## src/arlp_pkg.sv

```systemverilog
// Package for the account record line parser: phase codes, status codes, widths.
// No dependencies.
package arlp_pkg;

    localparam int MaxEntriesDef = 16;
    localparam int NameBytesDef  = 32;

    localparam logic [7:0] ChHash  = 8'h23;
    localparam logic [7:0] ChColon = 8'h3A;
    localparam logic [7:0] ChLf    = 8'h0A;
    localparam logic [7:0] ChCr    = 8'h0D;
    localparam logic [7:0] ChTab   = 8'h09;
    localparam logic [7:0] ChSpace = 8'h20;
    localparam logic [7:0] ChZero  = 8'h30;
    localparam logic [7:0] ChNine  = 8'h39;

    localparam logic [30:0] NumMax = 31'h7FFF_FFFF;

    typedef enum logic [7:0] {
        PH_START   = 8'b0000_0001,
        PH_LEAD    = 8'b0000_0010,
        PH_NAME    = 8'b0000_0100,
        PH_UID     = 8'b0000_1000,
        PH_GID     = 8'b0001_0000,
        PH_TAIL    = 8'b0010_0000,
        PH_COMMENT = 8'b0100_0000,
        PH_BREAK   = 8'b1000_0000
    } t_phase;

    typedef enum logic [2:0] {
        ST_OK   = 3'd0,
        ST_MAL  = 3'd1,
        ST_NLEN = 3'd2,
        ST_NUM  = 3'd3,
        ST_FULL = 3'd4,
        ST_DUP  = 3'd5
    } t_status;

    // Control word broadcast from the line parser to every table cell.
    typedef struct packed {
        logic       clear;      // empty the table (new buffer)
        logic       line_start; // a new line begins: reset match tracking
        logic       name_byte;  // a name byte is stored this cycle
        logic [7:0] data;       // the name byte
        logic       commit;     // the line is accepted: write the free cell
    } t_cell_ctl;

endpackage

```

## src/arlp_line.sv

```systemverilog
// Line parser: phase machine, digit accumulators, counters and result word.
// Depends on arlp_pkg.
module arlp_line #(
    parameter int MaxEntries = arlp_pkg::MaxEntriesDef,
    parameter int NameBytes  = arlp_pkg::NameBytesDef
) (
    input  logic                i_clk,
    input  logic                i_rst_n,
    input  logic                i_step,
    input  logic [7:0]          i_byte,
    input  logic                i_last,
    input  logic                i_tab_full,
    input  logic                i_tab_dup,
    input  logic [$clog2(MaxEntries+1)-1:0] i_total,
    output arlp_pkg::t_cell_ctl o_ctl,
    output logic [$clog2(NameBytes+1)-1:0] o_cur_len,
    output logic                o_got,
    output logic [2:0]          o_status,
    output logic [15:0]         o_line,
    output logic [$clog2(MaxEntries+1)-1:0] o_slot,
    output logic [30:0]         o_uid,
    output logic [30:0]         o_gid,
    output logic [$clog2(MaxEntries+1)-1:0] o_held
);
    import arlp_pkg::*;

    localparam int LenW = $clog2(NameBytes + 1);
    localparam int TotW = $clog2(MaxEntries + 1);

    t_phase          r_ph, n_ph, w_ph;
    logic [15:0]     r_line, w_line;
    logic [LenW-1:0] r_len, n_len, w_len;
    logic [30:0]     r_uid, n_uid, w_uid, r_gid, n_gid, w_gid;
    logic            r_ua, r_ub, r_ga, r_gb, n_ua, n_ub, n_ga, n_gb, w_ua, w_ub, w_ga, w_gb;
    logic            w_brk, w_begin, w_fin, w_name, w_commit;
    logic [34:0]     w_prod;
    logic [2:0]      w_status;

    // Accumulate one decimal digit; a 31-bit value times ten plus the digit fits in 35 bits.
    function automatic logic [34:0] mul10(input logic [30:0] a, input logic [3:0] d);
        mul10 = 35'({a, 3'b000}) + 35'({a, 1'b0}) + 35'(d);
    endfunction

    always_comb begin
        w_brk   = (i_byte == ChLf) || (i_byte == ChCr);
        w_begin = 1'b0;
        w_ph    = r_ph;
        if (r_ph == PH_START || r_ph == PH_BREAK) begin
            if (!w_brk) begin
                w_begin = 1'b1;
                w_ph    = PH_LEAD;
            end else if (r_ph == PH_START) begin
                w_begin = 1'b1;
                w_ph    = PH_BREAK;
            end
        end
        w_line = (w_begin && r_line != 16'hFFFF) ? r_line + 16'd1 : r_line;
        w_len  = w_begin ? '0 : r_len;
        w_uid  = w_begin ? '0 : r_uid;
        w_gid  = w_begin ? '0 : r_gid;
        w_ua = w_begin ? 1'b0 : r_ua;  w_ub = w_begin ? 1'b0 : r_ub;
        w_ga = w_begin ? 1'b0 : r_ga;  w_gb = w_begin ? 1'b0 : r_gb;

        n_ph = w_ph; n_len = w_len; n_uid = w_uid; n_gid = w_gid;
        n_ua = w_ua; n_ub = w_ub; n_ga = w_ga; n_gb = w_gb;
        w_fin = 1'b0; w_name = 1'b0; w_prod = '0;
        if (w_ph != PH_BREAK) begin
            if (w_brk) begin
                w_fin = 1'b1;
                n_ph  = PH_BREAK;
            end else begin
                unique case (w_ph)
                    PH_LEAD: begin
                        if (i_byte == ChSpace || i_byte == ChTab) begin
                        end else if (i_byte == ChHash) begin
                            n_ph = PH_COMMENT;
                        end else if (i_byte == ChColon) begin
                            n_ph = PH_UID;
                        end else begin
                            w_name = 1'b1;
                            n_ph   = PH_NAME;
                        end
                    end
                    PH_NAME: begin
                        if (i_byte == ChColon) n_ph = PH_UID;
                        else w_name = 1'b1;
                    end
                    PH_UID: begin
                        if (i_byte == ChColon) begin
                            n_ph = PH_GID;
                        end else begin
                            n_ua = 1'b1;
                            w_prod = mul10(w_uid, i_byte[3:0]);
                            if (i_byte < ChZero || i_byte > ChNine) n_ub = 1'b1;
                            else if (!w_ub) begin
                                if (w_prod > 35'(NumMax)) n_ub = 1'b1;
                                else n_uid = w_prod[30:0];
                            end
                        end
                    end
                    PH_GID: begin
                        if (i_byte == ChColon) begin
                            n_ph = PH_TAIL;
                        end else begin
                            n_ga = 1'b1;
                            w_prod = mul10(w_gid, i_byte[3:0]);
                            if (i_byte < ChZero || i_byte > ChNine) n_gb = 1'b1;
                            else if (!w_gb) begin
                                if (w_prod > 35'(NumMax)) n_gb = 1'b1;
                                else n_gid = w_prod[30:0];
                            end
                        end
                    end
                    default: begin
                    end
                endcase
            end
        end
        if (w_name && w_len < LenW'(NameBytes)) n_len = w_len + 1'b1;
        if (i_last && !w_fin && n_ph != PH_START && n_ph != PH_BREAK) w_fin = 1'b1;

        // Status of the line that ends now; the state seen is the one before
        // this byte's update only for the break case, else after it.
        o_got    = 1'b0;
        w_status = ST_OK;
        w_commit = 1'b0;
        if (w_fin) begin
            t_phase fp;
            logic fa, fub, fga, fgb;
            logic [LenW-1:0] fl;
            fp  = w_brk ? w_ph : n_ph;
            fl  = w_brk ? w_len : n_len;
            fa  = w_brk ? w_ua : n_ua;   fub = w_brk ? w_ub : n_ub;
            fga = w_brk ? w_ga : n_ga;   fgb = w_brk ? w_gb : n_gb;
            if (fp != PH_LEAD && fp != PH_COMMENT) begin
                o_got = 1'b1;
                if (fp == PH_NAME || fp == PH_UID) w_status = ST_MAL;
                else if (fl == '0 || fl >= LenW'(NameBytes)) w_status = ST_NLEN;
                else if (!fa || fub || !fga || fgb) w_status = ST_NUM;
                else if (i_tab_full) w_status = ST_FULL;
                else if (i_tab_dup) w_status = ST_DUP;
                else w_commit = 1'b1;
            end
        end
        if (i_last) n_ph = PH_START;
    end

    assign o_status  = w_status;
    assign o_line    = w_line;
    assign o_slot    = w_commit ? i_total : '0;
    assign o_uid     = (w_status == ST_OK || w_status == ST_FULL || w_status == ST_DUP)
                       ? (w_brk ? w_uid : n_uid) : '0;
    assign o_gid     = (w_status == ST_OK || w_status == ST_FULL || w_status == ST_DUP)
                       ? (w_brk ? w_gid : n_gid) : '0;
    assign o_held    = w_commit ? TotW'(i_total + 1'b1) : i_total;
    assign o_cur_len = w_len;

    assign o_ctl.clear      = i_step && i_last;
    assign o_ctl.line_start = i_step && w_begin;
    assign o_ctl.name_byte  = i_step && w_name;
    assign o_ctl.data       = i_byte;
    assign o_ctl.commit     = i_step && w_commit;

    always_ff @(posedge i_clk) begin
        if (!i_rst_n) begin
            r_ph <= PH_START; r_line <= '0; r_len <= '0;
            r_uid <= '0; r_gid <= '0;
            r_ua <= 1'b0; r_ub <= 1'b0; r_ga <= 1'b0; r_gb <= 1'b0;
        end else if (i_step) begin
            r_ph <= n_ph; r_len <= n_len; r_uid <= n_uid; r_gid <= n_gid;
            r_ua <= n_ua; r_ub <= n_ub; r_ga <= n_ga; r_gb <= n_gb;
            r_line <= i_last ? 16'd0 : w_line;
        end
    end

endmodule

```

## config.mk

```make
export PLATFORM = sky130hd
export DESIGN_NAME = arlp_line
export DESIGN_NICKNAME = d
export VERILOG_FILES = /design/src/arlp_pkg.sv /design/src/arlp_line.sv
export SDC_FILE = /design/constraint.sdc
export NUM_CORES = 1
export LEC_CHECK = 0
export ABC_AREA = 1
export BUFFER_PORTS_ARGS = -buffer_cell sky130_fd_sc_hd__buf_2
export CORE_ASPECT_RATIO = 0.9
export CORE_MARGIN = 5
export CORE_UTILIZATION = 61
export DETAILED_ROUTE_END_ITERATION = 8
export GPL_TIMING_DRIVEN = 0
export PLACE_DENSITY = 0.84
export SYNTH_ARGS = -nofsm -noshare
export SYNTH_HDL_FRONTEND = slang
export SYNTH_SLANG_ARGS = --single-unit
```

## constraint.sdc

```tcl
create_clock -name i_clk -period 7.1 [get_ports i_clk]
set_input_delay 1.065 -clock i_clk [delete_from_list [all_inputs] [get_ports i_clk]]
set_output_delay 1.065 -clock i_clk [all_outputs]
set_load 0.005 [all_outputs]
```

==> summary.md <==
| Metric | Value |
|---|---|
| Critical Path Source Type | `primary input` |
| R2R depth | `32` |
| Post-synth top area cell | `dfxtp_1` |
| Share of cells above drive strength 1 | `17.1%` |
| Worst Hold Depth | `2` |
| CP dominant cell by count | `nand2_1` |
| FMAX | `146 MHz` |
| Die Y | `142 um` |
| Yosys cell types | `49` |
| Post-Syn Nets | `2,051` |
| Die footprint | `22,400 um^2` |
| Slew headroom | `52.0%` |
| DR vias | `13.5k` |
| Hold buffers post-CTS | `0` |
| Post-synthesis xor/xnor area fraction | `5.16%` |
| Tmin final | `6.84 ns` |
| FF+latch count, synth | `96` |
| PwrDens | `372 nW/um^2` |
| Slowest-stage cell, CP | `ha_1` |
| Starting Density | `62.0%` |
| Clock sink count | `96` |
| Yosys top cell area share | `16.2%` |
| Final #Nets | `2,200` |
| Hold/Removal Path Class | `flip-flop to flip-flop` |
| Worst slew pin tran | `0.720 ns` |
| Largest fanout on the critical path | `15` |
| Setup CP Type | `primary input to output port` |
| Worst-Skew Late Latency | `0.37 ns` |
| Cell count after placement | `2,279` |
| RSZ-0062 raised after global routing | `yes` |
| Max clock buf depth | `2` |
| Post-Synth Simple-Gate Area | `29.1%` |
| # rows | `48` |
| Residual DRC count | `0` |
| GR Overflow Total | `0` |
| Setup violations, final | `0` |
| Multiplexer share of the synthesized area | `0%` |
| Total track usage | `33.3%` |
| PortBufs | `126` |
| Final Cycle Share | `96.4%` |
| Dpl hpwl | `30,200 um` |
| Drt total wl | `38,600 um` |
| Final setup TNS | `0 ns` |
| Largest family of logic cells by synthesized area | `simple AND/OR/NAND/NOR gates` |
| Number of synthesized flops with an enable pin | `0` |
| Hold Vio Cnt, Final | `0` |
| Layout Cells excl Fill | `2,307` |
| Initial antenna violation count | `0` |
| CTS clk-pin slew, worst paths | `0.08 ns` |
| Placer Congestion | `0.975` |
| Syn Inst Count | `1,903` |
| Crit end category | `output port` |
| Maximum number of pins on one net before global-route repair | `18` |
| Ports | `129` |
| Asr flop ratio synth | `0%` |
| Register area share after synthesis | `16.2%` |
| Final Skew | `0.0104 ns` |
| Top-count cell post-synth | `nand2_1` |
| Slowest stage delay, CP | `0.36 ns` |
| Vias in the first global route | `12.2k` |
| Die width | `157 um` |
| Detail Route Antenna Nets | `0` |
| First-pass GRT wire length | `60,900 um` |
| Static Leakage | `6.83 nW` |
| Mean post-synth cell area | `6.24 um^2` |
| Max cap viols | `0` |
| Critical Path RT | `6.03 ns` |
| Cts bufs inserted | `9` |
| Worst EP arrival | `5.78 ns` |
| Avg Vias per Cell | `5.87` |
| Ys Warns | `0` |
| H-tree Lvls | `3` |
| Status | `complete, no violations` |
| Ys flop type | `dfxtp_1` |
| Area Overhead vs Synth | `13.0%` |
| DR WL/cell | `16.7 um` |
| Pre-Repair DR Iteration Count | `6` |
| Maximum vdd drop | `708 uV` |
| Core Area | `19,200 um^2` |
| Max Slew Vio Count | `0` |
| DR iter-0 viols | `1,454` |
| Antenna cell count | `0` |
| CTS tree | `yes` |
| Synth top area cells | `dfxtp_1 (16%), nand2_1 (14%), ha_1 (13%)` |
| Filler instances | `1,730` |
| Synth top cells by count | `nand2_1 (451), inv_1 (233), a21oi_1 (191)` |
| Mapped Area | `11,900 um^2` |
| Synth Area in Compound Gates | `24.0%` |
| Synth Area in Adders | `13.8%` |
| CTS root buf | `clkbuf_16` |
-- where the power goes --
part	internal, mW	total, mW	leakage (nW)	switching, mW
Clock	0.244	0.496	0.140	0.252
Sequential	0.585	0.623	0.785	0.0384
Combinational	1.29	3.88	5.90	2.59
Total	2.12	5.00	6.83	2.88
-- cells by family after synthesis --
kind of cell | after synthesis
AND/OR/NAND/NOR | 799
AO/OA/AOI/OAI | 476
buffers and inverters | 333
adder cells (fa/ha/maj) | 129
flip-flops | 96
XOR/XNOR | 70
-- cell type report --
class,count,area (um^2),share of cell area (%)
plain buffers,77,474,3.53
clock buffers,10,229,1.71
clock inverters,6,52.6,0.392
inverters,255,957,7.13
multi-input cells,1474,8720,65.0
flip-flops and latches,96,1920,14.3
well taps,250,313,2.33
repair buffers,139,756,5.63
-- what timing repair did --
item | CTS | global route
gates cloned | 0 | 0
setup endpoints to repair | 76 | 74
pin swaps | 1 | 7
buffers inserted | 2 | 11
resized for setup | 23 | 44
-- placed cells by master (no fill, tap or decap), drive strengths merged --
cell type,Yosys,routed
nor4,6,6
a31o,4,4
o31ai,3,3
a21o,8,8
o211ai,42,42
xnor2,31,31
o2111ai,1,1
o21a,4,4
nand3,83,83
a22oi,17,17
xor2,39,39
buf,36,174
nor2,195,195
a21boi,2,2
and3,2,2
a31oi,12,12
nand3b,4,4
ha,126,126
clkbuf,42,52
a21oi,251,251
nand4,19,19
nand2,467,467
o21ai,126,126
a41oi,1,1
clkinv,3,6
inv,252,255
o311ai,1,1
o21bai,4,4
nor3,18,18
dfxtp,96,96
fa,3,3
or2,5,5
-- state kept, by name (all words and copies together) (netlist names) --
register and flops:
r_ga 1, r_gb 1, r_gid 31, r_len 6, r_line 16, r_ph 8
r_ua 1, r_ub 1, r_uid 31
-- layer usage --
metal  vias to the layer above  part of all wire (%)  GRT usage (%)
met2                       656                    44           53.4
li1                       6590                     -              -
met1                      6197                    43           46.5
met5                         -                     0              0
met4                         0                   2.9           9.60
met3                        99                   9.6           5.26
-- stage by stage --
| step | instance area [um^2] | hold WS, ns | setup WS [ns] | utilization, % | power, mW |
|---|---|---|---|---|---|
| after CTS | 13200 | 0.466 | 0.0236 | 68.9 | 4.74 |
| after detailed placement | 12800 | 0.455 | -1.29 | 66.9 | 4.17 |
| after global placement | 12800 | 0.453 | -1.22 | 66.9 | 4.12 |
| after global routing | 13400 | 0.492 | -0.0372 | 70.0 | 5.30 |
| final | 13400 | 0.467 | 0.257 | 70.0 | 5.00 |
| after floorplan | 11900 | 0.445 | 0.876 | - | 3.31 |
-- critical path, delay by kind of cell --
| family | cells | cell delay [ns] |
|---|---|---|
| fa+ha+maj | 2 | 0.65 |
| simple gates | 18 | 2.16 |
| buf+inv | 7 | 1.13 |
| compound gates | 4 | 0.72 |
-- path summary, 6_finish.rpt --
check                             from                    end  slack, ns
hold reg to reg      r_ub$_SDFFE_PN0P_      r_ub$_SDFFE_PN0P_       0.47
hold / removal       r_ub$_SDFFE_PN0P_      r_ub$_SDFFE_PN0P_       0.47
setup reg to reg  r_ph[3]$_SDFFE_PN0P_  r_gid[1]$_SDFFE_PN0P_       2.07
setup / recovery             i_byte[0]              o_uid[25]       0.26
Note: power is estimated with default switching activity, not from simulation.
