`src/arlp_pkg.sv`:
```
// Package for the account record line parser: phase codes, status codes, widths.
// No dependencies.
package arlp_pkg;

    localparam int MaxEntriesDef = 16;
    localparam int NameBytesDef  = 32;

    localparam logic [7:0] ChHash  = 8'h23;
    localparam logic [7:0] ChColon = 8'h3A;
    localparam logic [7:0] ChLf    = 8'h0A;
    localparam logic [7:0] ChCr    = 8'h0D;
    localparam logic [7:0] ChTab   = 8'h09;
    localparam logic [7:0] ChSpace = 8'h20;
    localparam logic [7:0] ChZero  = 8'h30;
    localparam logic [7:0] ChNine  = 8'h39;

    localparam logic [30:0] NumMax = 31'h7FFF_FFFF;

    typedef enum logic [7:0] {
        PH_START   = 8'b0000_0001,
        PH_LEAD    = 8'b0000_0010,
        PH_NAME    = 8'b0000_0100,
        PH_UID     = 8'b0000_1000,
        PH_GID     = 8'b0001_0000,
        PH_TAIL    = 8'b0010_0000,
        PH_COMMENT = 8'b0100_0000,
        PH_BREAK   = 8'b1000_0000
    } t_phase;

    typedef enum logic [2:0] {
        ST_OK   = 3'd0,
        ST_MAL  = 3'd1,
        ST_NLEN = 3'd2,
        ST_NUM  = 3'd3,
        ST_FULL = 3'd4,
        ST_DUP  = 3'd5
    } t_status;

    // Control word broadcast from the line parser to every table cell.
    typedef struct packed {
        logic       clear;      // empty the table (new buffer)
        logic       line_start; // a new line begins: reset match tracking
        logic       name_byte;  // a name byte is stored this cycle
        logic [7:0] data;       // the name byte
        logic       commit;     // the line is accepted: write the free cell
    } t_cell_ctl;

endpackage

```
`src/arlp_cell.sv`:
```
// One table cell: holds one stored name and compares it with the incoming name.
// Depends on arlp_pkg.
module arlp_cell #(
    parameter int NameBytes = arlp_pkg::NameBytesDef
) (
    input  logic                i_clk,
    input  logic                i_rst_n,
    input  arlp_pkg::t_cell_ctl i_ctl,
    input  logic [$clog2(NameBytes+1)-1:0] i_cur_len,
    input  logic                i_prev_full,   // all cells before this one hold an entry
    input  logic                i_prev_dup,    // an earlier cell matches the current name
    output logic                o_full,
    output logic                o_dup
);
    import arlp_pkg::*;

    localparam int LenW = $clog2(NameBytes + 1);
    localparam int IdxW = (NameBytes > 1) ? $clog2(NameBytes) : 1;

    logic [7:0]      r_name [NameBytes];
    logic [LenW-1:0] r_len;
    logic            r_used;
    logic            r_match;
    logic [LenW-1:0] r_pos;
    logic            n_write;

    // The first free cell takes the committed name.
    assign n_write = i_ctl.commit && i_prev_full && !r_used;

    always_ff @(posedge i_clk) begin
        if (!i_rst_n || i_ctl.clear) begin
            r_used <= 1'b0;
        end else if (n_write) begin
            r_used <= 1'b1;
        end
    end

    // Stored bytes and length: written on commit from the live compare? No:
    // the name is captured byte by byte into a shadow while the line streams,
    // and the used flag makes it visible only once the line is committed.
    always_ff @(posedge i_clk) begin
        if (!r_used && i_ctl.name_byte && i_cur_len < LenW'(NameBytes)) begin
            r_name[i_cur_len[IdxW-1:0]] <= i_ctl.data;
        end
        if (n_write) begin
            r_len <= i_cur_len;
        end
    end

    // The first name byte of a line can arrive in the same cycle as the line start.
    always_ff @(posedge i_clk) begin
        if (!i_rst_n) begin
            r_match <= 1'b1;
            r_pos   <= '0;
        end else if (i_ctl.name_byte && i_cur_len < LenW'(NameBytes)) begin
            if (r_used && r_name[i_cur_len[IdxW-1:0]] != i_ctl.data) begin
                r_match <= 1'b0;
            end else if (i_ctl.line_start) begin
                r_match <= 1'b1;
            end
            r_pos <= i_ctl.line_start ? LenW'(1) : r_pos + 1'b1;
        end else if (i_ctl.line_start) begin
            r_match <= 1'b1;
            r_pos   <= '0;
        end
    end

    assign o_full = i_prev_full && r_used;
    assign o_dup  = i_prev_dup || (r_used && r_match && r_len == i_cur_len && r_pos == i_cur_len);

endmodule

```
`config.mk`:
```
export PLATFORM = sky130hd
export DESIGN_NAME = arlp_cell
export DESIGN_NICKNAME = d
export VERILOG_FILES = /design/src/arlp_pkg.sv /design/src/arlp_cell.sv
export SDC_FILE = /design/constraint.sdc
export NUM_CORES = 1
export LEC_CHECK = 0
export BUFFER_PORTS_ARGS = -buffer_cell sky130_fd_sc_hd__buf_2
export CELL_PAD_IN_SITES_DETAIL_PLACEMENT = 0
export CELL_PAD_IN_SITES_GLOBAL_PLACEMENT = 1
export CORE_ASPECT_RATIO = 0.9
export CORE_UTILIZATION = 40
export DETAILED_ROUTE_END_ITERATION = 8
export GPL_TIMING_DRIVEN = 0
export PLACE_DENSITY = 0.67
export SYNTH_ARGS = -nofsm -noshare
export SYNTH_HDL_FRONTEND = slang
export SYNTH_SLANG_ARGS = --single-unit
```
`constraint.sdc`:
```
create_clock -name i_clk -period 2.95 [get_ports i_clk]
set_input_delay 0.1475 -clock i_clk [delete_from_list [all_inputs] [get_ports i_clk]]
set_output_delay 0.1475 -clock i_clk [all_outputs]
set_load 0.05 [all_outputs]
```
==> run_summary.xml, run 1 <==
<?xml version="1.0" encoding="UTF-8"?>
<metrics>
  <group name="cells_and_area">
    <metric name="multi_input_area" unit="um^2">2650</metric>
    <metric name="layout.filler_cells" unit="">2218</metric>
    <metric name="finish.net_count" unit="">732</metric>
    <metric name="final_cell_count_no_fill" unit="">1078</metric>
    <metric name="antenna_cells_inserted" unit="">0</metric>
    <metric name="drive_gt1_share" unit="%">14.9</metric>
    <metric name="layout-area-overhead-vs-synth" unit="%">14.8</metric>
    <metric name="seqCellArea" unit="um^2">8030</metric>
  </group>
  <group name="sta">
    <metric name="setup_viol" unit="">0</metric>
    <metric name="fmax" unit="GHz">0.353</metric>
    <metric name="finalCritPeriodShare" unit="%">96.1</metric>
    <metric name="final-max-slew-violation-count" unit="">0</metric>
    <metric name="tightestPinTransition" unit="ns">1.21</metric>
    <metric name="finalWorstSetupSlack" unit="ns">0.114</metric>
    <metric name="timing.setup.tns" unit="ns">0</metric>
    <metric name="period_needed" unit="ns">2.84</metric>
    <metric name="rsz0062_at_grt" unit="">no</metric>
    <metric name="skew" unit="ns">0.0155</metric>
    <metric name="slew_headroom" unit="%">18.7</metric>
    <metric name="hold_viol" unit="">0</metric>
  </group>
  <group name="synth">
    <metric name="synth_async_sr_flop_share" unit="%">0</metric>
    <metric name="synth_top_flop_cell" unit="">edfxtp_1</metric>
    <metric name="yosys.area.top_type" unit="">edfxtp_1</metric>
    <metric name="synthMostInstantiatedCell" unit="">edfxtp_1</metric>
    <metric name="syn-cell-area" unit="um^2">10900</metric>
    <metric name="postSynthRegisterBits" unit="">270</metric>
    <metric name="synthesis.yosys.warnings" unit="">0</metric>
    <metric name="number_of_enable_type_register_cells_in_the_synthesized_netlist" unit="">262</metric>
    <metric name="most_instantiated_cells_after_synthesis" unit="">edfxtp_1, mux2i_1, o22ai_1, nor2_1, buf_2</metric>
    <metric name="post_synth_main_area_contributors" unit="">edfxtp_1, mux2i_1, o22ai_1</metric>
    <metric name="synthesis.area_per_instance" unit="um^2">16.9</metric>
    <metric name="synthCells" unit="">645</metric>
    <metric name="synthesis.nets" unit="">668</metric>
    <metric name="yosys.cell_types.count" unit="">44</metric>
    <metric name="synth_top_area_share" unit="%">72.1</metric>
    <metric name="seq_area_frac_synth" unit="%">73.6</metric>
  </group>
  <group name="setup_path">
    <metric name="worstSetupPathType" unit="">reg -&gt; reg</metric>
    <metric name="arrival" unit="ns">3.30</metric>
    <metric name="cp_slowest_stage_delay" unit="ns">0.67</metric>
    <metric name="path_cells" unit="">mux2i_1, o22ai_1, or4_1, or4_1, a22oi_1, nand4_1, a41oi_2</metric>
    <metric name="critPathCaptureType" unit="">register</metric>
    <metric name="buffers_inverters_on_critical_path" unit="">0</metric>
    <metric name="timing.critical_path.from_type" unit="">register</metric>
    <metric name="cp.required" unit="ns">3.41</metric>
    <metric name="critical_path_peak_fanout" unit="">2</metric>
    <metric name="crit_top_cell" unit="">or4_1</metric>
    <metric name="timing.reg2reg.setup_slack" unit="ns">0.11</metric>
    <metric name="crit_slowest_cell" unit="">or4_1</metric>
    <metric name="cp_top_family" unit="">simple AND/OR/NAND/NOR gates</metric>
  </group>
  <group name="placement">
    <metric name="port-buffer-count" unit="">23</metric>
    <metric name="place.gp.congestion" unit="">0.933</metric>
    <metric name="detailed_place_hpwl" unit="mm">18.8</metric>
    <metric name="numPlacedInstances" unit="">1017</metric>
    <metric name="pre_cts_ws" unit="ns">-0.453</metric>
  </group>
  <group name="run_status">
    <metric name="outcome" unit="">complete, no violations</metric>
  </group>
  <group name="grt">
    <metric name="grt_first_pass_wirelength" unit="mm">41.2</metric>
    <metric name="grt_start_max_net_pins" unit="">35</metric>
    <metric name="antenna_found_initial" unit="">1</metric>
    <metric name="first_global_vias" unit="">6027</metric>
    <metric name="gr-total-overflow" unit="">0</metric>
    <metric name="grt_use_total" unit="%">20.9</metric>
  </group>
  <group name="route">
    <metric name="drt.antenna.violating_nets" unit="">0</metric>
    <metric name="drt_first_iter_violations" unit="">613</metric>
    <metric name="routed_wl" unit="mm">28.2</metric>
    <metric name="wl_per_cell" unit="um">26.2</metric>
    <metric name="vias" unit="">6132</metric>
    <metric name="remaining_drc_errors" unit="">0</metric>
    <metric name="detailed_route_vias_per_instance" unit="">5.69</metric>
    <metric name="detail_route.first_pass.iterations" unit="">5</metric>
  </group>
  <group name="clock_tree">
    <metric name="clk_path_buf_depth" unit="">3</metric>
    <metric name="cts_tree" unit="">built</metric>
    <metric name="numCtsBuffers" unit="">28</metric>
    <metric name="clkLatencyLatePin" unit="ns">0.55</metric>
    <metric name="clock-sinks" unit="">270</metric>
    <metric name="post-cts-setup-buffer-count" unit="">0</metric>
    <metric name="clkSlewWorstSetupHoldPaths" unit="ns">0.06</metric>
    <metric name="cts_root_buffer_type" unit="">clkbuf_16</metric>
    <metric name="clock_tree.htree_level_count" unit="">1</metric>
  </group>
  <group name="floorplanning">
    <metric name="die_height" unit="um">159</metric>
    <metric name="core_area" unit="um^2">26400</metric>
    <metric name="boundaryPins" unit="">24</metric>
    <metric name="std_cell_rows" unit="">56</metric>
    <metric name="die-area" unit="um^2">27900</metric>
    <metric name="die-width" unit="um">176</metric>
    <metric name="floorplan.initialDensity" unit="%">41.3</metric>
  </group>
  <group name="pwr">
    <metric name="leakage" unit="uW">0.00433</metric>
    <metric name="power_density" unit="nW/um^2">662</metric>
    <metric name="vdd_ir_drop_max" unit="V">0.000527</metric>
  </group>
  <group name="flow_run">
    <metric name="max_cap_viol_count" unit="">0</metric>
  </group>
  <group name="min_path">
    <metric name="worstHoldPathType" unit="">in -&gt; reg</metric>
  </group>
</metrics>
==> tightest hold or removal path, cell delays in order <==
cell and delay [ns]:
buf_2 0.09, nand2b_1 0.13, nand2_1 0.11, a21oi_1 0.05
==> power by group <==
part           switching (uW)  internal (uW)  total (uW)  leakage (uW)
registers                9.73           4240        4250       0.00242
clock network            1420           2180        3600      0.000457
logic                     289            149         437       0.00145
==> cells by family after synthesis <==
| group | count (synthesis) | synth area share, % |
|---|---|---|
| flops | 270 | 73.6 |
| xor+xnor | 4 | 0.321 |
| mux | 128 | 11.7 |
| simple gates | 123 | 7.12 |
| compound gates | 83 | 4.86 |
| fa+ha+maj | 1 | 0.115 |
| buf+inv | 36 | 2.23 |
==> sequential cells by signal, summed over array words and instances, names as in the netlist <==
register,flops
r_len,6
r_name,256
r_pos,6
r_used,1
r_match,1
==> what timing repair did <==
item | in CTS | in global routing
gates resized for setup | 0 | 4
hold endpoints to repair | 9 | 0
hold buffers | 10 | 0
endpoints found under the setup margin | 0 | 1
==> path summary, 6_finish.rpt <==
| kind | from | cells after the start | to |
|---|---|---|---|
| max reg2reg | r_name[15][2]$_DFFE_PP_ | 7 | r_match$_SDFF_PN1_ |
| min | i_ctl[9] | 4 | r_pos[1]$_SDFFE_PN0P_ |
| min reg2reg | r_pos[5]$_SDFFE_PN0P_ | 2 | r_pos[5]$_SDFFE_PN0P_ |
| max | r_name[15][2]$_DFFE_PP_ | 7 | r_match$_SDFF_PN1_ |
==> per-stage QoR <==
stage / total power [uW] / util (%) / hold WS [ns] / instance area, um^2
3_5_place_dp: 4750 / 43.4 / 0.315 / 11500
6_report: 8280 / 47.4 / 0.0402 / 12500
2_1_floorplan: 4560 / - / 0.224 / 10900
4_1_cts: 8330 / 47.4 / 0.0168 / 12500
3_3_place_gp: 4740 / 43.4 / 0.312 / 11500
5_1_grt: 8500 / 47.4 / 0.0676 / 12500
==> layout by cell type (no fill, tap or decap), types with 2 or more instances in the layout <==
master,Yosys,layout
edfxtp_1,262,262
mux2i_1,128,126
o22ai_1,64,64
buf_2,14,36
nor2_1,35,35
clkbuf_16,0,28
clkbuf_1,5,12
or4_1,10,10
dlygate4sd3_1,0,10
or3_1,9,9
nor4_1,9,9
buf_4,6,8
dfxtp_1,8,8
nand2_1,7,7
buf_6,7,7
nand3_1,7,7
a21oi_1,7,7
nand4bb_1,6,6
and3_1,5,5
clkinv_2,0,5
bufinv_16,0,5
nand3b_1,4,4
nor3_1,5,4
nand4_1,4,4
or4b_1,4,4
clkinv_1,0,4
xor2_1,3,3
clkbuf_2,3,3
or2_2,3,3
o21ai_0,3,3
or3b_2,2,2
nand2b_1,2,2
and2_1,2,2
nor2b_1,2,2
nand4b_2,2,2
nand4b_4,2,2
mux2i_2,0,2
o31ai_1,2,2
a22oi_1,2,2
==> per-layer routing <==
layer  wire [um]  up-vias  track usage, %
met5           0        -               0
met4         444        0            4.51
met3        2010       34            4.44
met2       13300      169            33.6
met1       12500     3197            29.2
li1            -     2732               -
==> cell type report <==
type	count	share of cell area [%]
tap	348	3.48
sequential	270	64.1
clock inverter	16	1.71
buffer	36	1.96
clock buffer	35	5.81
multi-input combinational	339	21.2
timing repair buffer	34	1.78
Power figures use the tool's default switching activity.
==> inputs of run 2 (changes only) <==
CORE_UTILIZATION = 56   (was 40)
CTS_CLUSTER_DIAMETER = 200   (was unset)
PLACE_DENSITY = 0.87   (was 0.67)
clock period = 3.7 ns   (was 2.95 ns; I/O delays follow)
==> run_summary.xml, run 2 (same netlist as run 1, synthesis figures left out) <==
<?xml version="1.0" encoding="UTF-8"?>
<metrics>
  <group name="route">
    <metric name="drt_first_iter_violations" unit="">763</metric>
    <metric name="detailed_route_vias_per_instance" unit="">6.55</metric>
    <metric name="remaining_drc_errors" unit="">0</metric>
    <metric name="drt.antenna.violating_nets" unit="">0</metric>
    <metric name="vias" unit="">6378</metric>
    <metric name="detail_route.first_pass.iterations" unit="">5</metric>
    <metric name="wl_per_cell" unit="um">27.8</metric>
    <metric name="routed_wl" unit="mm">27.0</metric>
  </group>
  <group name="clock_tree">
    <metric name="clkLatencyLatePin" unit="ns">0.56</metric>
    <metric name="cts_root_buffer_type" unit="">clkbuf_16</metric>
    <metric name="clock-sinks" unit="">270</metric>
    <metric name="clock_tree.htree_level_count" unit="">1</metric>
    <metric name="clkSlewWorstSetupHoldPaths" unit="ns">0.06</metric>
    <metric name="cts_tree" unit="">built</metric>
    <metric name="numCtsBuffers" unit="">27</metric>
    <metric name="clk_path_buf_depth" unit="">3</metric>
  </group>
  <group name="pwr">
    <metric name="leakage" unit="uW">0.00426</metric>
    <metric name="power_density" unit="nW/um^2">515</metric>
    <metric name="vdd_ir_drop_max" unit="V">0.000567</metric>
  </group>
  <group name="setup_path">
    <metric name="timing.reg2reg.setup_slack" unit="ns">1.00</metric>
    <metric name="cp.required" unit="ns">3.87</metric>
    <metric name="timing.critical_path.from_type" unit="">input port</metric>
    <metric name="timing.critical_path.to" unit="">r_name[20][5]$_DFFE_PP_</metric>
    <metric name="worstSetupPathType" unit="">in -&gt; reg</metric>
    <metric name="r2r_cells" unit="">3</metric>
    <metric name="arrival" unit="ns">3.53</metric>
    <metric name="r2r_end" unit="">r_name[20][5]$_DFFE_PP_</metric>
    <metric name="critPathCaptureType" unit="">register</metric>
    <metric name="first_element_of_the_critical_path" unit="">i_cur_len[0]</metric>
    <metric name="r2r-start" unit="">r_used$_SDFFE_PP0P_</metric>
    <metric name="critical_path_peak_fanout" unit="">10</metric>
  </group>
  <group name="min_path">
    <metric name="worstHoldPathType" unit="">in -&gt; reg</metric>
  </group>
  <group name="floorplanning">
    <metric name="die-area" unit="um^2">20000</metric>
    <metric name="boundaryPins" unit="">24</metric>
    <metric name="die_height" unit="um">134</metric>
    <metric name="core_area" unit="um^2">19100</metric>
    <metric name="std_cell_rows" unit="">48</metric>
    <metric name="die-width" unit="um">149</metric>
    <metric name="floorplan.initialDensity" unit="%">57.1</metric>
  </group>
  <group name="cells_and_area">
    <metric name="mostFrequentLayoutCells" unit="">edfxtp_1, mux2i_1, o22ai_1, buf_2, nor2_1</metric>
    <metric name="layout.filler_cells" unit="">1358</metric>
    <metric name="drive_gt1_share" unit="%">13.8</metric>
    <metric name="finish.net_count" unit="">729</metric>
    <metric name="antenna_cells_inserted" unit="">0</metric>
    <metric name="largest_register_ff_count" unit="">256</metric>
    <metric name="layout-area-overhead-vs-synth" unit="%">12.3</metric>
    <metric name="seqCellArea" unit="um^2">8030</metric>
    <metric name="multi_input_area" unit="um^2">2640</metric>
    <metric name="final_cell_count_no_fill" unit="">973</metric>
    <metric name="layout.core_utilization" unit="%">64.1</metric>
    <metric name="layout_commonest_cell" unit="">edfxtp_1</metric>
  </group>
  <group name="grt">
    <metric name="grt_use_total" unit="%">27.8</metric>
    <metric name="grt_start_max_net_pins" unit="">35</metric>
    <metric name="antenna_found_initial" unit="">2</metric>
    <metric name="gr-total-overflow" unit="">0</metric>
    <metric name="first_global_vias" unit="">6275</metric>
    <metric name="grt_first_pass_wirelength" unit="mm">39.3</metric>
  </group>
  <group name="sta">
    <metric name="hold_viol" unit="">0</metric>
    <metric name="setup_viol" unit="">0</metric>
    <metric name="timing.setup.tns" unit="ns">0</metric>
    <metric name="tightestPinTransition" unit="ns">1.35</metric>
    <metric name="slew_headroom" unit="%">9.22</metric>
    <metric name="final-max-slew-violation-count" unit="">0</metric>
    <metric name="period_needed" unit="ns">3.37</metric>
    <metric name="finalCritPeriodShare" unit="%">91.0</metric>
    <metric name="skew" unit="ns">0.0177</metric>
    <metric name="fmax" unit="GHz">0.297</metric>
    <metric name="rsz0062_at_grt" unit="">no</metric>
  </group>
  <group name="placement">
    <metric name="place.gp.congestion" unit="">0.950</metric>
    <metric name="numPlacedInstances" unit="">918</metric>
    <metric name="port-buffer-count" unit="">23</metric>
    <metric name="detailed_place_hpwl" unit="mm">17.4</metric>
  </group>
  <group name="flow_run">
    <metric name="max_cap_viol_count" unit="">0</metric>
  </group>
  <group name="run_status">
    <metric name="outcome" unit="">complete, no violations</metric>
  </group>
</metrics>
-- run 2: changes by cell type in the layout (fill, tap and decap cells not counted), sizes merged --
cell,before,now
inv,0,1
bufinv,5,2
dlygate4sd3,10,9
buf,52,51
clkbuf,43,40
-- run 2: worst min path at each step --
stage,startpoint,end,slack (ns),cells past startpoint
2_1_floorplan,i_ctl[11],r_used$_SDFFE_PP0P_,0.26,1
3_3_place_gp,i_ctl[11],r_used$_SDFFE_PP0P_,0.35,2
3_5_place_dp,i_ctl[11],r_used$_SDFFE_PP0P_,0.36,2
4_1_cts,i_ctl[10],r_pos[0]$_SDFFE_PN0P_,0.03,4
5_1_grt,i_ctl[10],r_pos[0]$_SDFFE_PN0P_,0.06,4
6_report,i_ctl[10],r_pos[0]$_SDFFE_PN0P_,0.03,4
-- run 2: layer usage --
layer	vias to the layer above	global-route usage (%)	routed length [um]
met2	372	43.6	12600
met1	3200	39.1	10700
met3	70	6.60	3000
met5	-	0	27
li1	2732	-	-
met4	4	7.94	753
-- run 2: stage by stage --
stage / power (uW) / worst slack (ns) / area, um^2 / hold WS, ns
final: 6310 / 0.332 / 12200 / 0.0346
after global routing: 6440 / 0.206 / 12200 / 0.0622
after CTS: 6310 / 0.438 / 12200 / 0.0296
after detailed placement: 3780 / 0.389 / 11300 / 0.359
after global placement: 3770 / 0.482 / 11300 / 0.351
after floorplan: 3640 / 1.24 / 10900 / 0.261
-- run 2: critical path: stages --
cell	delay, ns
dlygate4sd3_1	0.55
buf_2	0.14
buf_6	0.15
buf_6	0.18
buf_4	0.19
buf_2	0.23
or4_1	0.50
clkbuf_1	0.36
nor3_1	1.02
-- run 2: cell type report --
class,instances,area share (%)
multi-input cells,339,21.5
well taps,250,2.55
repair buffers,32,1.68
flip-flops and latches,270,65.5
clock buffers,32,5.67
plain buffers,36,1.98
clock inverters,14,1.06
-- run 2: repair_timing --
| action | in CTS | in global routing |
|---|---|---|
| hold endpoints to repair | 9 | 0 |
| buffers inserted | 0 | 0 |
| resized for setup | 0 | 0 |
| hold buffers | 9 | 0 |
-- run 2: power by group --
| part | internal (uW) | leakage [uW] | switching [uW] | total, uW |
|---|---|---|---|---|
| logic | 117 | 0.00144 | 228 | 344 |
| registers | 3380 | 0.00242 | 8.03 | 3390 |
| clock network | 1470 | 0.000402 | 1110 | 2580 |
